--- config.mk ---
export PLATFORM = sky130hd
export DESIGN_NAME = stereo_mid_svf_filter_unit
export DESIGN_NICKNAME = d
export VERILOG_FILES = /design/src/rtl/core/smsvf_pkg.sv /design/src/rtl/core/smsvf_datapath.sv /design/src/rtl/core/stereo_mid_svf_filter_unit.sv
export SDC_FILE = /design/constraint.sdc
export NUM_CORES = 2
export LEC_CHECK = 0
export BUFFER_PORTS_ARGS = -buffer_cell sky130_fd_sc_hd__buf_2
export CAP_MARGIN = 20
export CELL_PAD_IN_SITES_DETAIL_PLACEMENT = 2
export CELL_PAD_IN_SITES_GLOBAL_PLACEMENT = 2
export CORE_UTILIZATION = 41
export CTS_BUF_LIST = sky130_fd_sc_hd__clkbuf_4 sky130_fd_sc_hd__clkbuf_8
export DETAILED_ROUTE_END_ITERATION = 12
export HOLD_SLACK_MARGIN = 0.03
export PLACE_DENSITY = 0.95
export REMOVE_ABC_BUFFERS = 1
export SYNTH_ARGS = -nofsm -noshare
export SYNTH_HDL_FRONTEND = slang
export SYNTH_SLANG_ARGS = --single-unit
export TNS_END_PERCENT = 20
--- constraint.sdc ---
create_clock -name aclk -period 11.5 [get_ports aclk]
set_clock_uncertainty 0.15 [all_clocks]
set_input_delay 0.575 -clock aclk [delete_from_list [all_inputs] [get_ports aclk]]
set_output_delay 0.575 -clock aclk [all_outputs]
set_load 0.005 [all_outputs]
--- src/rtl/core/smsvf_pkg.sv ---
// Shared types, register map and microcode program of the stereo mid/side filter.
package smsvf_pkg;

    // Configuration register map, in word order.
    typedef enum logic [1:0] {
        REG_GAIN    = 2'd0,
        REG_DAMPING = 2'd1,
        REG_MODE    = 2'd2
    } reg_idx_t;

    localparam int unsigned ADDR_W = 4;
    localparam int unsigned MODE_W = 2;

    // Output select codes.
    localparam logic [MODE_W-1:0] MODE_LOW  = 2'd0;
    localparam logic [MODE_W-1:0] MODE_BAND = 2'd1;
    localparam logic [MODE_W-1:0] MODE_HIGH = 2'd2;

    // Reset coefficients, given with 16 fraction bits.
    localparam longint unsigned GAIN_RESET_Q16 = 22248;
    localparam int unsigned     RESET_FRAC     = 16;

    // Datapath operations of one microcode step.
    typedef enum logic [2:0] {
        OP_NOP,
        OP_LOAD,
        OP_MUL,
        OP_DIFF,
        OP_HIGH,
        OP_BAND,
        OP_LOW,
        OP_OUT
    } dp_op_t;

    // Jump conditions of the sequencer.
    typedef enum logic [1:0] {
        COND_NEVER,
        COND_NO_INPUT,
        COND_OUT_BUSY,
        COND_ALWAYS
    } jmp_cond_t;

    localparam int unsigned PC_W = 4;
    localparam logic [PC_W-1:0] PC_LAST = 4'd10;

    // One control word: datapath operation, multiplier operand selects and jump.
    typedef struct packed {
        dp_op_t          op;
        logic            src_diff;   // multiplier takes diff instead of band
        logic            coef_gain;  // multiplier takes gain instead of damping
        logic            hi_half;    // upper half of the operand, accumulate
        jmp_cond_t       cond;
        logic [PC_W-1:0] target;
    } ctrl_word_t;

    // Control step sent from the sequencer to the datapath.
    typedef struct packed {
        ctrl_word_t word;
        logic       en;
    } dp_ctrl_t;

    // Microcode program: one frame of mid/side filtering.
    function automatic ctrl_word_t ucode_rom(input logic [PC_W-1:0] pc);
        ctrl_word_t w;
        w = '{op: OP_NOP, src_diff: 1'b0, coef_gain: 1'b0, hi_half: 1'b0,
              cond: COND_ALWAYS, target: 4'd0};
        unique case (pc)
            4'd0: w = '{OP_LOAD, 1'b0, 1'b0, 1'b0, COND_NO_INPUT, 4'd0};
            4'd1: w = '{OP_MUL,  1'b0, 1'b0, 1'b0, COND_NEVER,    4'd0};
            4'd2: w = '{OP_MUL,  1'b0, 1'b0, 1'b1, COND_NEVER,    4'd0};
            4'd3: w = '{OP_DIFF, 1'b0, 1'b0, 1'b0, COND_NEVER,    4'd0};
            4'd4: w = '{OP_MUL,  1'b1, 1'b1, 1'b0, COND_NEVER,    4'd0};
            4'd5: w = '{OP_MUL,  1'b1, 1'b1, 1'b1, COND_NEVER,    4'd0};
            4'd6: w = '{OP_HIGH, 1'b0, 1'b0, 1'b0, COND_NEVER,    4'd0};
            4'd7: w = '{OP_BAND, 1'b0, 1'b0, 1'b0, COND_NEVER,    4'd0};
            4'd8: w = '{OP_LOW,  1'b0, 1'b0, 1'b0, COND_NEVER,    4'd0};
            4'd9: w = '{OP_OUT,  1'b0, 1'b0, 1'b0, COND_OUT_BUSY, 4'd9};
            default: w = '{OP_NOP, 1'b0, 1'b0, 1'b0, COND_ALWAYS, 4'd0};
        endcase
        return w;
    endfunction

endpackage

--- src/rtl/core/smsvf_datapath.sv ---
// Datapath of the mid/side filter: shared multiplier, accumulator and integrators.
module smsvf_datapath #(
    parameter int unsigned SAMPLE_BITS    = 24,
    parameter int unsigned COEF_FRAC_BITS = 16
) (
    input  logic                          aclk,
    input  logic                          aresetn,
    input  smsvf_pkg::dp_ctrl_t           ctrl,
    input  logic signed [SAMPLE_BITS-1:0] left_in,
    input  logic signed [SAMPLE_BITS-1:0] right_in,
    input  logic [COEF_FRAC_BITS+2:0]     gain,
    input  logic [COEF_FRAC_BITS+2:0]     damping,
    input  logic [smsvf_pkg::MODE_W-1:0]  mode,
    output logic signed [SAMPLE_BITS-1:0] left_out,
    output logic signed [SAMPLE_BITS-1:0] right_out
);

    localparam int unsigned STATE_W = SAMPLE_BITS + COEF_FRAC_BITS;
    localparam int unsigned COEF_W  = COEF_FRAC_BITS + 3;
    localparam int unsigned LO_W    = (STATE_W + 1) / 2;
    localparam int unsigned HI_W    = STATE_W - LO_W;
    localparam int unsigned MA_W    = LO_W + 1;
    localparam int unsigned PR_W    = MA_W + COEF_W + 1;
    localparam int unsigned ACC_W   = STATE_W + COEF_W + 1;
    localparam int unsigned DW      = ACC_W + 2;
    localparam int unsigned OW      = STATE_W + 2;

    logic signed [STATE_W-1:0] mid_reg, side_reg, diff_reg, high_reg;
    logic signed [STATE_W-1:0] band_reg, low_reg;
    logic signed [ACC_W-1:0]   acc_reg;

    logic [STATE_W-1:0]        mul_src;
    logic signed [MA_W-1:0]    mul_a;
    logic signed [COEF_W:0]    mul_b;
    logic signed [PR_W-1:0]    prod;
    logic signed [ACC_W-1:0]   prod_ext;
    logic signed [ACC_W-1:0]   acc_next;
    logic signed [ACC_W-1:0]   acc_scaled;
    logic signed [DW-1:0]      diff_sum;
    logic signed [STATE_W:0]   lr_sum, lr_dif;
    logic signed [STATE_W-1:0] sel;
    logic signed [OW-1:0]      sum_l, sum_r;

    // Saturate a wide value to the state width.
    function automatic logic signed [STATE_W-1:0] sat_state(input logic signed [DW-1:0] v);
        logic ok;
        ok = (&v[DW-1:STATE_W-1]) || !(|v[DW-1:STATE_W-1]);
        if (ok) begin
            sat_state = v[STATE_W-1:0];
        end else begin
            sat_state = {v[DW-1], {(STATE_W-1){~v[DW-1]}}};
        end
    endfunction

    // Round to a sample (half LSB added, then floor) and saturate.
    function automatic logic signed [SAMPLE_BITS-1:0] to_sample(input logic signed [OW-1:0] v);
        logic signed [OW-1:0] r;
        logic ok;
        r  = (v + OW'(longint'(1) <<< (COEF_FRAC_BITS - 1))) >>> COEF_FRAC_BITS;
        ok = (&r[OW-1:SAMPLE_BITS-1]) || !(|r[OW-1:SAMPLE_BITS-1]);
        if (ok) begin
            to_sample = r[SAMPLE_BITS-1:0];
        end else begin
            to_sample = {r[OW-1], {(SAMPLE_BITS-1){~r[OW-1]}}};
        end
    endfunction

    // Shared multiplier: one half of the state operand times a coefficient.
    always_comb begin
        mul_src = ctrl.word.src_diff ? diff_reg : band_reg;
        if (ctrl.word.hi_half) begin
            mul_a = {{(MA_W-HI_W){mul_src[STATE_W-1]}}, mul_src[STATE_W-1:LO_W]};
        end else begin
            mul_a = {1'b0, mul_src[LO_W-1:0]};
        end
        mul_b    = {1'b0, (ctrl.word.coef_gain ? gain : damping)};
        prod     = mul_a * mul_b;
        prod_ext = {{(ACC_W-PR_W){prod[PR_W-1]}}, prod};
        if (ctrl.word.hi_half) begin
            acc_next = acc_reg + (prod_ext <<< LO_W);
        end else begin
            acc_next = prod_ext;
        end
        acc_scaled = acc_reg >>> COEF_FRAC_BITS;
        diff_sum   = DW'(mid_reg) - DW'(acc_scaled) - DW'(low_reg);
    end

    // Mid and side of the incoming frame, exact with the fraction bits.
    always_comb begin
        lr_sum = STATE_W'(left_in) + STATE_W'(right_in);
        lr_dif = STATE_W'(left_in) - STATE_W'(right_in);
    end

    // Output select and the two sums back to left and right.
    always_comb begin
        if (mode == smsvf_pkg::MODE_BAND) begin
            sel = band_reg;
        end else if (mode == smsvf_pkg::MODE_HIGH) begin
            sel = high_reg;
        end else begin
            sel = low_reg;
        end
        sum_l     = OW'(sel) + OW'(side_reg);
        sum_r     = OW'(sel) - OW'(side_reg);
        left_out  = to_sample(sum_l);
        right_out = to_sample(sum_r);
    end

    // Working registers, written by the step that the control word selects.
    always_ff @(posedge aclk) begin
        if (ctrl.en) begin
            unique case (ctrl.word.op)
                smsvf_pkg::OP_LOAD: begin
                    mid_reg  <= lr_sum[STATE_W-1:0] <<< (COEF_FRAC_BITS - 1);
                    side_reg <= lr_dif[STATE_W-1:0] <<< (COEF_FRAC_BITS - 1);
                end
                smsvf_pkg::OP_MUL:  acc_reg  <= acc_next;
                smsvf_pkg::OP_DIFF: diff_reg <= sat_state(diff_sum);
                smsvf_pkg::OP_HIGH: high_reg <= sat_state(DW'(acc_scaled));
                default: ;
            endcase
        end
    end

    // Integrator states, cleared by reset.
    always_ff @(posedge aclk) begin
        if (!aresetn) begin
            band_reg <= '0;
            low_reg  <= '0;
        end else if (ctrl.en) begin
            if (ctrl.word.op == smsvf_pkg::OP_BAND) begin
                band_reg <= sat_state(DW'(band_reg) + DW'(high_reg));
            end
            if (ctrl.word.op == smsvf_pkg::OP_LOW) begin
                low_reg <= sat_state(DW'(low_reg) + DW'(band_reg));
            end
        end
    end

endmodule

--- src/rtl/core/stereo_mid_svf_filter_unit.sv ---
// Top level of the stereo mid/side state variable filter with its sequencer and register port.
// An accepted input beat runs through the microcode steps in order; its result is loaded into the
// output register at the output step. A new frame is taken only at the load step; the microcode
// program of eleven steps runs the shared multiplier twice per coefficient product.
// A result waits in the output register while the sequencer goes on; the sequencer stalls in
// its output step only while an older result is still waiting.
// Synchronous active-low reset sets coefficients to their defaults and clears the integrators.
module stereo_mid_svf_filter_unit #(
    parameter int unsigned SAMPLE_BITS    = 24,
    parameter int unsigned COEF_FRAC_BITS = 16
) (
    input  logic                         aclk,
    input  logic                         aresetn,
    // APB configuration port
    input  logic                         psel,
    input  logic                         penable,
    input  logic                         pwrite,
    input  logic [smsvf_pkg::ADDR_W-1:0] paddr,
    input  logic [31:0]                  pwdata,
    output logic [31:0]                  prdata,
    output logic                         pready,
    // Input stream
    input  logic                         s_tvalid,
    output logic                         s_tready,
    // s_tdata: left_in, right_in, zero padding
    input  logic [((2*SAMPLE_BITS+7)/8)*8-1:0] s_tdata,
    // Output stream
    output logic                         m_tvalid,
    input  logic                         m_tready,
    // m_tdata: left_out, right_out, zero padding
    output logic [((2*SAMPLE_BITS+7)/8)*8-1:0] m_tdata
);

    localparam int unsigned COEF_W  = COEF_FRAC_BITS + 3;
    localparam int unsigned TDATA_W = ((2*SAMPLE_BITS+7)/8)*8;
    localparam logic [COEF_W-1:0] GAIN_RESET = COEF_W'(
        (smsvf_pkg::GAIN_RESET_Q16 << COEF_FRAC_BITS) >> smsvf_pkg::RESET_FRAC);
    localparam logic [COEF_W-1:0] DAMP_RESET = COEF_W'(longint'(1) << COEF_FRAC_BITS);

    logic [COEF_W-1:0]            gain_reg, damping_reg;
    logic [smsvf_pkg::MODE_W-1:0] mode_reg;
    logic                         cfg_wr;
    logic [1:0]                   cfg_idx;

    logic [smsvf_pkg::PC_W-1:0]   pc_reg, pc_next;
    smsvf_pkg::ctrl_word_t        uword;
    smsvf_pkg::dp_ctrl_t          dp_ctrl;
    logic                         jump;
    logic                         out_busy;
    logic                         out_load;

    logic signed [SAMPLE_BITS-1:0] left_res, right_res;
    logic [SAMPLE_BITS-1:0]        left_out_reg, right_out_reg;
    logic                          m_tvalid_reg, m_tvalid_next;

    // Register port: write on the access phase, read back any time.
    assign pready  = 1'b1;
    assign cfg_wr  = psel && penable && pwrite && pready;
    assign cfg_idx = paddr[3:2];

    always_ff @(posedge aclk) begin
        if (!aresetn) begin
            gain_reg    <= GAIN_RESET;
            damping_reg <= DAMP_RESET;
            mode_reg    <= smsvf_pkg::MODE_LOW;
        end else if (cfg_wr) begin
            unique case (cfg_idx)
                smsvf_pkg::REG_GAIN:    gain_reg    <= pwdata[COEF_W-1:0];
                smsvf_pkg::REG_DAMPING: damping_reg <= pwdata[COEF_W-1:0];
                smsvf_pkg::REG_MODE:    mode_reg    <= pwdata[smsvf_pkg::MODE_W-1:0];
                default: ;
            endcase
        end
    end

    always_comb begin
        prdata = '0;
        unique case (cfg_idx)
            smsvf_pkg::REG_GAIN:    prdata = 32'(gain_reg);
            smsvf_pkg::REG_DAMPING: prdata = 32'(damping_reg);
            smsvf_pkg::REG_MODE:    prdata = 32'(mode_reg);
            default:                prdata = '0;
        endcase
    end

    // Sequencer: fetch the control word and decide the jump.
    assign out_busy = m_tvalid_reg && !m_tready;

    always_comb begin
        uword = smsvf_pkg::ucode_rom(pc_reg);
        unique case (uword.cond)
            smsvf_pkg::COND_NEVER:    jump = 1'b0;
            smsvf_pkg::COND_NO_INPUT: jump = !s_tvalid;
            smsvf_pkg::COND_OUT_BUSY: jump = out_busy;
            smsvf_pkg::COND_ALWAYS:   jump = 1'b1;
            default:                  jump = 1'b1;
        endcase
        pc_next = jump ? uword.target : pc_reg + 1'b1;
    end

    always_ff @(posedge aclk) begin
        if (!aresetn) begin
            pc_reg <= '0;
        end else begin
            pc_reg <= pc_next;
        end
    end

    // A step that waits on a condition does its work only when it moves on.
    always_comb begin
        dp_ctrl.word = uword;
        dp_ctrl.en   = !jump || (uword.cond == smsvf_pkg::COND_ALWAYS);
        s_tready     = (uword.op == smsvf_pkg::OP_LOAD);
        out_load     = (uword.op == smsvf_pkg::OP_OUT) && !out_busy;
    end

    smsvf_datapath #(
        .SAMPLE_BITS    (SAMPLE_BITS),
        .COEF_FRAC_BITS (COEF_FRAC_BITS)
    ) u_datapath (
        .aclk      (aclk),
        .aresetn   (aresetn),
        .ctrl      (dp_ctrl),
        .left_in   (s_tdata[SAMPLE_BITS-1:0]),
        .right_in  (s_tdata[2*SAMPLE_BITS-1:SAMPLE_BITS]),
        .gain      (gain_reg),
        .damping   (damping_reg),
        .mode      (mode_reg),
        .left_out  (left_res),
        .right_out (right_res)
    );

    // Output register: holds the result beat until it is taken.
    always_comb begin
        m_tvalid_next = m_tvalid_reg;
        if (out_load) begin
            m_tvalid_next = 1'b1;
        end else if (m_tready) begin
            m_tvalid_next = 1'b0;
        end
    end

    always_ff @(posedge aclk) begin
        if (!aresetn) begin
            m_tvalid_reg <= 1'b0;
        end else begin
            m_tvalid_reg <= m_tvalid_next;
        end
    end

    always_ff @(posedge aclk) begin
        if (out_load) begin
            left_out_reg  <= left_res;
            right_out_reg <= right_res;
        end
    end

    assign m_tvalid = m_tvalid_reg;
    assign m_tdata  = TDATA_W'({right_out_reg, left_out_reg});

    // An accepted beat starts the program at its first computing step.
    assert property (@(posedge aclk) disable iff (!aresetn)
        (s_tvalid && s_tready) |=> (pc_reg == 4'd1))
        else $error("sequencer did not leave the load step");

    // The step counter stays inside the program.
    assert property (@(posedge aclk) disable iff (!aresetn)
        pc_reg <= smsvf_pkg::PC_LAST)
        else $error("step counter outside the program");

    // A new result never overwrites one that is still waiting.
    assert property (@(posedge aclk) disable iff (!aresetn)
        out_load |-> (!m_tvalid_reg || m_tready))
        else $error("result register overwritten");

    // No input is taken while a frame is being worked on.
    assert property (@(posedge aclk) disable iff (!aresetn)
        (pc_reg != '0) |-> !s_tready)
        else $error("input taken during a frame");

endmodule
==> results of run 1 <==
per-stage QoR:
step | worst slack [ps] | utilization, % | TNS (ps) | area, µm²
after detailed placement | -165 | 43.8 | -165 | 47800
after floorplan | -496 | - | -1470 | 44400
after global placement | 681 | 43.8 | 0 | 47800
after CTS | 15.8 | 45.5 | 0 | 49700
timing repair:
| item | CTS |
|---|---|
| pin swaps | 0 |
| gates resized for setup | 15 |
| buffers inserted | 9 |
| endpoints found under the setup margin | 10 |
| hold buffers | 19 |
| hold endpoints to repair | 40 |
cell families after synthesis:
group	share of synthesized area, %
AOI/OAI and AO/OA	17.1
xor gates and xnor gates	6.02
adders and majority gates	32.0
buffers and inverters	8.09
DFF	20.5
muxes	3.07
other	0.0166
and+or+nand+nor	13.1
routing by layer:
layer  global-route usage [%]  GRT overflow
met1                     57.7             0
met2                     82.0            11
met3                     44.2             0
met4                     65.5            22
met5                     22.2             0
==> results.json, run 1 <==
{
  "clockBufferDepth": 3,
  "dp_hpwl_um": 179000,
  "avgSynthCellArea_um2": 8.77,
  "synth_ff_type": "edfxtp_1",
  "synth_common_cells": "inv_1, fa_1, nor2_1",
  "die_h_um": 334,
  "yosysWarnings": 0,
  "yosysSeqAreaShare_pct": 20.5,
  "dp_cells": 6665,
  "cts-root-buf": "clkbuf_8",
  "h-tree-depth": 3,
  "lastStage": "global routing (5_1_grt)",
  "gp_congestion": 0.948,
  "synth.area.top_cells": "fa_1, edfxtp_1, ha_1, inv_1, dfxtp_1",
  "synthArstFlopShare_pct": 0,
  "chipWidth_um": 334,
  "netlist_instances": 5158,
  "synth_top_area_share_pct": 20.0,
  "synth_edf_count": 221,
  "start_util_pct": 41.5,
  "status": "aborted with a tool error",
  "error_line": "[ERROR GRT-0232] Routing congestion too high. Check the congestion heatmap in the GUI.",
  "numCtsBuffers": 74,
  "yosysTopAreaCell": "fa_1",
  "yosysMostFrequentCell": "inv_1",
  "grt_max_degree": 51,
  "grtUsageTotal_pct": 61.7,
  "grt_remaining_overflow": 33,
  "cts.sinks": 354,
  "io_buffers": 144,
  "yosysUniqueCellTypes": 103,
  "io_pins": 174,
  "syn_area_um2": 45300,
  "synth-seq-cells": 354,
  "rows": 121
}
==> run 2: changes to the inputs <==
CELL_PAD_IN_SITES_DETAIL_PLACEMENT = unset   (was 2)
CELL_PAD_IN_SITES_GLOBAL_PLACEMENT = unset   (was 2)
CORE_UTILIZATION = 40   (was 41)
CTS_BUF_LIST = unset   (was sky130_fd_sc_hd__clkbuf_4 sky130_fd_sc_hd__clkbuf_8)
HOLD_SLACK_MARGIN = unset   (was 0.03)
PLACE_DENSITY = unset   (was 0.95)
PLACE_DENSITY_LB_ADDON = 0.15   (was unset)
==> run 2 against run 1 <==
Compared with the run above: the flow now finishes without violations; synthesized cell count unchanged; area after synthesis did not move.
==> results.json, run 2 <==
{
  "status": "finished, final reports clean",
  "slowest_stage": "dfxtp_4",
  "grt_remaining_overflow": 0,
  "dp_hpwl_um": 115000,
  "avgSynthCellArea_um2": 8.77,
  "worstMarginPinSlew_ps": 1180,
  "hold_violations": 0,
  "grt_max_degree": 74,
  "io_buffers": 144,
  "yosysMostFrequentCell": "inv_1",
  "antenna_found_initial": 1,
  "max_freq_mhz": 91.9,
  "layout_common_cells": "inv_1, fa_1, nor2_1",
  "critPathBufInv": 6,
  "design_area_um2": 49500,
  "dr.pass1.iters": 6,
  "vdd_ir_drop_max_v": 0.000123,
  "viasPerCell": 5.41,
  "io_pins": 174,
  "start_util_pct": 40.3,
  "synth_ff_type": "edfxtp_1",
  "synth-seq-cells": 354,
  "path_class": "flip-flop to flip-flop",
  "postPlaceCellArea_um2": 47800,
  "synth_common_cells": "inv_1, fa_1, nor2_1",
  "critPathArrivalTime_ps": 11130,
  "end_kind": "flip-flop",
  "first_iter_violations": 2489,
  "synthArstFlopShare_pct": 0,
  "dr_total_vias": 36800,
  "first_global_vias": 37200,
  "cts.sinks": 354,
  "cts_hold_buf": 12,
  "nets": 6200,
  "final_common_cell": "inv_1",
  "cpLargestDelayFamily": "adder cells",
  "powerDensity_nw_per_um2": 149,
  "drive_gt1_share_pct": 9.09,
  "rsz0062_at_grt": "false",
  "cts_tree": "done",
  "grt_pass1_wl_um": 220000,
  "syn_area_um2": 45300,
  "register_area_um2": 9310,
  "path_clk_slew_ps": 60,
  "netlist_instances": 5158,
  "numCtsBuffers": 47,
  "start_kind": "flip-flop",
  "yosysWarnings": 0,
  "wl_per_cell_um": 20.9,
  "fin_crit_sh_pct": 94.6,
  "synth_top_area_share_pct": 20.0,
  "drv_cap": 0,
  "path_common_cell": "fa_1",
  "clkLatencyLatePin_ps": 660,
  "cpPeakStageDelay_ps": 830,
  "setup-violations-final": 0,
  "die_h_um": 338,
  "h-tree-depth": 2,
  "cp_max_fo": 55,
  "power_mw": 7.39,
  "fin_crit_ps": 10880,
  "ant_nets": 0,
  "cts_setup_buffers": 0,
  "yosysUniqueCellTypes": 103,
  "n_fill_cell": 11300,
  "grtUsageTotal_pct": 24.8,
  "gp_congestion": 0.935,
  "synth_edf_count": 221,
  "drc": 0,
  "tns_ps": 0,
  "chipWidth_um": 338,
  "relSlewSlack_pct": 18.8,
  "finalMaxSlewViolations": 0,
  "clockBufferDepth": 3,
  "cts-root-buf": "clkbuf_16",
  "routed_wl_um": 142000,
  "yosysTopAreaCell": "fa_1",
  "p_leak_nw": 22.5,
  "rows": 123,
  "synth.area.top_cells": "fa_1, edfxtp_1, ha_1, inv_1, dfxtp_1",
  "area_growth_pct": 9.46,
  "largest_register_ffs": 44,
  "dieArea_um2": 114000,
  "coreArea_um2": 112000,
  "hp-class": "primary input to flip-flop",
  "whs_ps": 39.8,
  "cts_resized": 0,
  "crit_required_ps": 11750,
  "multi_input_area_um2": 32500,
  "yosysSeqAreaShare_pct": 20.5
}
-- run 2: cell counts after synthesis --
Identical to the previous run, type by type.
-- run 2: worst paths after layout --
path / slack, ps / startpoint / depth (start not counted) / end
max: 620 / uword[8]$_SDFF_PP0_ / 37 / u_datapath.acc_reg[59]$_DFFE_PP_
min: 40 / pwdata[14] / 3 / gain_reg[14]$_SDFFE_PN1P_
max reg2reg: 620 / uword[8]$_SDFF_PP0_ / 37 / u_datapath.acc_reg[59]$_DFFE_PP_
min reg2reg: 330 / damping_reg[4]$_SDFFE_PN0P_ / 2 / damping_reg[4]$_SDFFE_PN0P_
-- run 2: kinds of logic (layout without fill, tap and decap cells) --
group | after synthesis | count (layout) | synth area share [%]
compound gates | 1228 | 1228 | 17.1
xor+xnor | 311 | 311 | 6.02
flops | 354 | 354 | 20.5
other cells | 2 | 17 | 0.0166
simple gates | 1291 | 1291 | 13.1
buf+inv | 944 | 1067 | 8.09
mux | 133 | 133 | 3.07
fa+ha+maj | 895 | 895 | 32.0
-- run 2: tightest hold or removal path, cell delays in order --
cell,delay [ps]
buf_2,110
nand2_1,50
nand3_1,70
-- run 2: layer usage --
metal	share of wire, %	up-vias	global-route usage, %
li1	-	17500	-
met1	42	18200	31.4
met2	49	864	43.3
met3	4.3	247	2.69
met4	4.4	0	9.71
met5	0	-	0
-- run 2: layout make-up --
cell class / count / area share [%]
sequential: 354 / 18.8
antenna: 3 / 0.0152
timing repair buffer: 253 / 3.17
clock inverter: 19 / 0.402
tap: 1500 / 3.79
multi-input combinational: 3872 / 65.5
inverter: 726 / 5.50
clock buffer: 69 / 2.81
-- run 2: through the flow --
step	util, %	setup slack [ps]	instances
floorplan	-	-496	4952
global route	44.1	167	6794
detailed placement	42.6	712	6693
finish	44.1	624	6796
global placement	42.6	713	6693
CTS	44.1	657	6793
-- run 2: report_power, final --
group,internal (mW),switching [mW],leakage (nW)
registers,1.77,0.230,3.11
logic,1.43,2.41,18.6
clock network,0.891,0.652,0.775
No activity file was read; power rests on OpenSTA's default activity.
